### src/sv/spsg_pkg.sv
package spsg_pkg;

  // Table and level sizing.
  localparam int MAX_SEGMENTS = 64;
  localparam int LEVEL_BITS   = 24;
  localparam int SEG_IDX_BITS = (MAX_SEGMENTS > 1) ? $clog2(MAX_SEGMENTS) : 1;

  // Field widths of the stream items.
  localparam int MODE_BITS    = 2;
  localparam int TIME_BITS    = 32;
  localparam int INDEX_BITS   = 6;
  localparam int SECONDS_BITS = 16;
  localparam int TARGET_BITS  = 24;
  localparam int KIND_BITS    = 2;
  localparam int COUNT_BITS   = 7;
  localparam int PERIOD_BITS  = 16;
  localparam int SETPT_BITS   = 24;

  // Stream packing.
  localparam int IN_DATA_BITS  = 80;
  localparam int OUT_DATA_BITS = 32;
  localparam int CFG_IDX_BITS  = 8;
  localparam int CFG_DATA_BITS = 16;

  // Duration in ms fits in this many bits (65535 s * 1000).
  localparam int MS_PER_SECOND = 1000;
  localparam int MS_MULT_BITS  = 10;
  localparam int DUR_BITS      = 26;
  localparam int PROD_BITS     = LEVEL_BITS + DUR_BITS;
  localparam int DIV_CNT_BITS  = $clog2(LEVEL_BITS);

  // Wide compare widths for index and count checks.
  localparam int CMP_BITS = 9;
  localparam logic [CMP_BITS-1:0] MAX_SEG_CMP = CMP_BITS'(MAX_SEGMENTS);

  // Table word: seconds in the low bits, then target, then kind.
  localparam int RAM_BITS = SECONDS_BITS + LEVEL_BITS + KIND_BITS;

  localparam logic [PERIOD_BITS-1:0] RESET_PERIOD_MS = PERIOD_BITS'(500);

  // Configuration register indexes.
  localparam logic [CFG_IDX_BITS-1:0] CFG_SEGMENT_COUNT = CFG_IDX_BITS'(0);
  localparam logic [CFG_IDX_BITS-1:0] CFG_UPDATE_PERIOD = CFG_IDX_BITS'(1);

  typedef enum logic [MODE_BITS-1:0] {
    MODE_LOAD  = 2'd0,
    MODE_START = 2'd1,
    MODE_TICK  = 2'd2
  } mode_t;

  typedef enum logic [KIND_BITS-1:0] {
    KIND_STEP = 2'd0,
    KIND_HOLD = 2'd1,
    KIND_RAMP = 2'd2
  } kind_t;

  typedef enum logic [3:0] {
    ST_IDLE,
    ST_DISPATCH,
    ST_READ,
    ST_EVAL,
    ST_WAIT,
    ST_APPLY,
    ST_MUL,
    ST_DIV_LOAD,
    ST_DIV,
    ST_COMMIT,
    ST_EMIT,
    ST_EMIT_DONE
  } state_t;

  // Commands from the controller to the datapath.
  typedef struct packed {
    logic latch;
    logic ram_wr;
    logic start;
    logic restamp;
    logic rd_en;
    logic rd_next;
    logic advance;
    logic set_level;
    logic mul;
    logic div_load;
    logic div_step;
    logic commit;
    logic out_load;
    logic out_done;
  } cmd_t;

  // Status from the datapath to the controller.
  typedef struct packed {
    logic [MODE_BITS-1:0] mode;
    logic [KIND_BITS-1:0] kind;
    logic tick_due;
    logic in_range;
    logic expired;
    logic last_seg;
    logic dur_zero;
    logic div_last;
    logic out_free;
  } status_t;

endpackage

### src/sv/spsg_ctrl.sv
module spsg_ctrl (
  input  logic              clk,
  input  logic              rst,
  input  logic              in_valid,
  output logic              in_ready,
  input  spsg_pkg::status_t status,
  output spsg_pkg::cmd_t    cmd
);

  import spsg_pkg::*;

  state_t state;
  state_t state_next;

  // State register.
  always_ff @(posedge clk) begin
    if (rst) begin
      state <= ST_IDLE;
    end else begin
      state <= state_next;
    end
  end

  // Next state and commands.
  always_comb begin
    state_next = state;
    cmd        = '0;
    in_ready   = 1'b0;
    unique case (state)
      ST_IDLE: begin
        in_ready = 1'b1;
        if (in_valid) begin
          cmd.latch  = 1'b1;
          state_next = ST_DISPATCH;
        end
      end
      ST_DISPATCH: begin
        state_next = ST_IDLE;
        unique case (status.mode)
          MODE_LOAD: begin
            cmd.ram_wr = 1'b1;
          end
          MODE_START: begin
            cmd.start = 1'b1;
          end
          MODE_TICK: begin
            if (status.tick_due) begin
              cmd.restamp = 1'b1;
              if (status.in_range) begin
                cmd.rd_en  = 1'b1;
                state_next = ST_READ;
              end
            end
          end
          default: begin
            state_next = ST_IDLE;
          end
        endcase
      end
      ST_READ: begin
        state_next = ST_EVAL;
      end
      ST_EVAL: begin
        // Expiry check on the current segment; advance by one at most.
        cmd.advance = status.expired;
        if (status.expired && status.last_seg) begin
          state_next = ST_EMIT_DONE;
        end else if (status.expired) begin
          cmd.rd_en   = 1'b1;
          cmd.rd_next = 1'b1;
          state_next  = ST_WAIT;
        end else begin
          state_next = ST_APPLY;
        end
      end
      ST_WAIT: begin
        state_next = ST_APPLY;
      end
      ST_APPLY: begin
        if (status.kind == KIND_RAMP && !status.dur_zero) begin
          state_next = ST_MUL;
        end else begin
          cmd.set_level = 1'b1;
          state_next    = ST_EMIT;
        end
      end
      ST_MUL: begin
        cmd.mul    = 1'b1;
        state_next = ST_DIV_LOAD;
      end
      ST_DIV_LOAD: begin
        cmd.div_load = 1'b1;
        state_next   = ST_DIV;
      end
      ST_DIV: begin
        cmd.div_step = 1'b1;
        if (status.div_last) begin
          state_next = ST_COMMIT;
        end
      end
      ST_COMMIT: begin
        cmd.commit = 1'b1;
        state_next = ST_EMIT;
      end
      ST_EMIT: begin
        if (status.out_free) begin
          cmd.out_load = 1'b1;
          state_next   = ST_IDLE;
        end
      end
      ST_EMIT_DONE: begin
        if (status.out_free) begin
          cmd.out_load = 1'b1;
          cmd.out_done = 1'b1;
          state_next   = ST_IDLE;
        end
      end
      default: begin
        state_next = ST_IDLE;
      end
    endcase
  end

endmodule

### config.mk
export PLATFORM = sky130hd
export DESIGN_NAME = spsg_ctrl
export DESIGN_NICKNAME = d
export VERILOG_FILES = /design/src/sv/spsg_pkg.sv /design/src/sv/spsg_ctrl.sv
export SDC_FILE = /design/constraint.sdc
export NUM_CORES = 1
export LEC_CHECK = 0
export ABC_AREA = 1
export ABC_CLOCK_PERIOD_IN_PS = 1700
export BUFFER_PORTS_ARGS = -buffer_cell sky130_fd_sc_hd__buf_2
export CAP_MARGIN = 20
export CELL_PAD_IN_SITES_DETAIL_PLACEMENT = 1
export CELL_PAD_IN_SITES_GLOBAL_PLACEMENT = 1
export CORE_UTILIZATION = 25
export DETAILED_ROUTE_END_ITERATION = 7
export GPL_TIMING_DRIVEN = 0
export PLACE_DENSITY = 0.78
export SETUP_SLACK_MARGIN = 0.02
export SLEW_MARGIN = 5
export SYNTH_ARGS = -nofsm -noshare
export SYNTH_HDL_FRONTEND = slang
export SYNTH_SLANG_ARGS = --single-unit
### constraint.sdc
create_clock -name clk -period 1.7 [get_ports clk]
set_input_delay 0.17 -clock clk [delete_from_list [all_inputs] [get_ports clk]]
set_output_delay 0.17 -clock clk [all_outputs]
set_load 0.01 [all_outputs]
==> results.sh <==
export IMPL_violations="design-rule violations"
export IMPL_period_share=0.895
export IMPL_die_w_um=43.7
export IMPL_finClkSkew_ns=0.00339
export IMPL_synth_top_cell_area_share=0.190
export IMPL_grt_pass1_vias=552
export IMPL_port_buffers=28
export IMPL_dp_hpwl_mm=1.16
export IMPL_crit_cells=5
export IMPL_whs_ns=0.135
export IMPL_ios=29
export IMPL_cts_buffers=3
export IMPL_finalSetupViolations=0
export IMPL_syn_to_final_growth_pct=42.2
export IMPL_path_class="reg -> out"
export IMPL_path_buf_inv=2
export IMPL_end_kind="primary output"
export IMPL_drt_initial_drc_count=5
export IMPL_syn_area_um2=435
export IMPL_cts_sinks=4
export IMPL_outcome="finished with violations"
export IMPL_num_rows=14
export IMPL_regToRegSetupSlack_ns=0.46
export IMPL_slew_headroom=0.864
export IMPL_grt_max_degree=8
export IMPL_n_fill_cell=247
export IMPL_vias=623
export IMPL_cp_slowest_cell="dfxtp_1"
export IMPL_period_minus_slack_ns=1.52
export IMPL_max_freq_mhz=657
export IMPL_whs_path_depth=2
export IMPL_synth_area_per_cell_um2=4.89
export IMPL_maxSlewViolCount=0
export IMPL_syn_nets=103
export IMPL_ir_drop_uv=357
export IMPL_final_common_cell="buf_2"
export IMPL_crit_fanout=6
export IMPL_r2r_start="state[1]"
export IMPL_die_h_um=43.7
export IMPL_cts_tree="done"
export IMPL_cts_root_buffer="clkbuf_4"
export IMPL_clk_pin_slew_ns=0.04
export IMPL_fin_nets=136
export IMPL_r2r_end="state[1]"
export IMPL_antenna_left=0
export IMPL_path_cells="nand2_1, nor2_2, inv_1, o21ai_0, buf_2"
export IMPL_yosys_warnings=0
export IMPL_h_tree_depth=1
export IMPL_gp_congestion=0.722
export IMPL_grt_total_usage=0.155
export IMPL_ys_seq_area_frac=0.184
export IMPL_min_path_type="in -> reg"
export IMPL_r2r_cells=9
export IMPL_reg_top3="state (4)"
export IMPL_maxCapViolCount=0
export IMPL_tns_ns=0
export IMPL_max_stage_delay_ns=0.42
export IMPL_worstPathArrival_ns=1.35
export IMPL_grt_setup_unrepaired="no"
export IMPL_initial_core_util=0.279
export IMPL_crit_required_ns=1.53
export IMPL_drt_first_pass_iters=5
export IMPL_ys_ff_latch=4
export IMPL_drc=1
export IMPL_p_leak_nw=0.435
export IMPL_cts_buffer_depth=2
export IMPL_layout_drive_gt1_share=0.300
export IMPL_drt_total_wl_mm=1.31
export IMPL_grt_antenna_before_repair=0
export IMPL_hold_violations=0
export IMPL_core_um2=1560
export IMPL_crit_family="flip-flops"
export IMPL_synth_area_leaders="inv_1, dfxtp_1, nand2_1"
export IMPL_cp_start_kind="flip-flop"
export IMPL_hold_path_end="state[0]"
export IMPL_worst_slew_pin_slew_ns=0.204
export IMPL_grt_overflow=0
export IMPL_via_per_inst=4.58
export IMPL_multiInputGateArea_um2=269
export IMPL_regMostFlops="state"
export IMPL_ff_latch_area_um2=81.3
export IMPL_clk_latency_ns=0.23
export IMPL_min_from="rst"
export IMPL_diodes=0
export IMPL_mostFrequentLayoutCells="buf_2, inv_1, nand2_1"
export IMPL_synth_largest_area_cell="inv_1"
export IMPL_grt_pass1_wl_mm=2.15
export IMPL_power_density_nw_per_um2=468
export IMPL_yosysUniqueCellTypes=13
export IMPL_wl_per_cell_um=9.66
export IMPL_die_area_um2=1910
export IMPL_largest_reg_flops=4
export IMPL_synthCells=89
==> final cells by class <==
class                      count  area share
tap                           16      0.0323
clock buffer                   3      0.0364
multi-input combinational     62       0.434
inverter                      23       0.139
sequential                     4       0.131
timing repair buffer          28       0.226
==> cells in the mapped netlist, drive strengths merged <==
cell type  instances
inv               23
nand2             21
nor2              20
nor3               6
o21ai              5
dfxtp              4
nand3              4
a21oi              2
nand4              2
o22ai              1
or2                1
==> how the worst max path moves through the flow <==
stage | startpoint | to | slack [ns]
after floorplan | state[0] | cmd[9] | 0.53
after global placement | state[0] | cmd[9] | 0.37
after detailed placement | state[0] | cmd[9] | 0.36
after CTS | state[0] | cmd[9] | 0.1
after global routing | state[2] | cmd[9] | 0.03
final | state[1] | cmd[9] | 0.18
==> repair_timing <==
action,CTS,global route
resized for setup,0,1
hold buffers,0,0
buffers inserted,0,0
endpoints found under the setup margin,0,1
==> through the flow <==
stage                     cell area (µm²)  setup slack, ns   util  power [W]  std cells
after floorplan                       435            0.526      -   0.000146         89
final                                 619            0.178  0.397   0.000290        136
after CTS                             618           0.0994  0.396   0.000297        136
after global placement                596            0.366  0.382   0.000177        133
after detailed placement              596            0.362  0.382   0.000180        133
after global routing                  619           0.0289  0.397   0.000312        136
==> power breakdown <==
group | internal, W | switching, W
registers | 0.0000986 | 0.00000631
logic | 0.0000310 | 0.0000426
clock network | 0.0000785 | 0.0000328
==> layer usage <==
metal	up-vias	wire length, µm	track usage
li1	331	-	-
met1	282	601	0.192
met2	10	677	0.248
met3	0	35	0.0250
met4	0	0	0.0938
met5	-	0	0
==> logic make-up after synthesis <==
logic type / after synthesis / synth area share
buffers and inverters: 23 / 0.198
AND/OR/NAND/NOR: 54 / 0.523
flip-flops: 4 / 0.184
AO/OA/AOI/OAI: 8 / 0.0948
(Power assumes the default switching activity.)
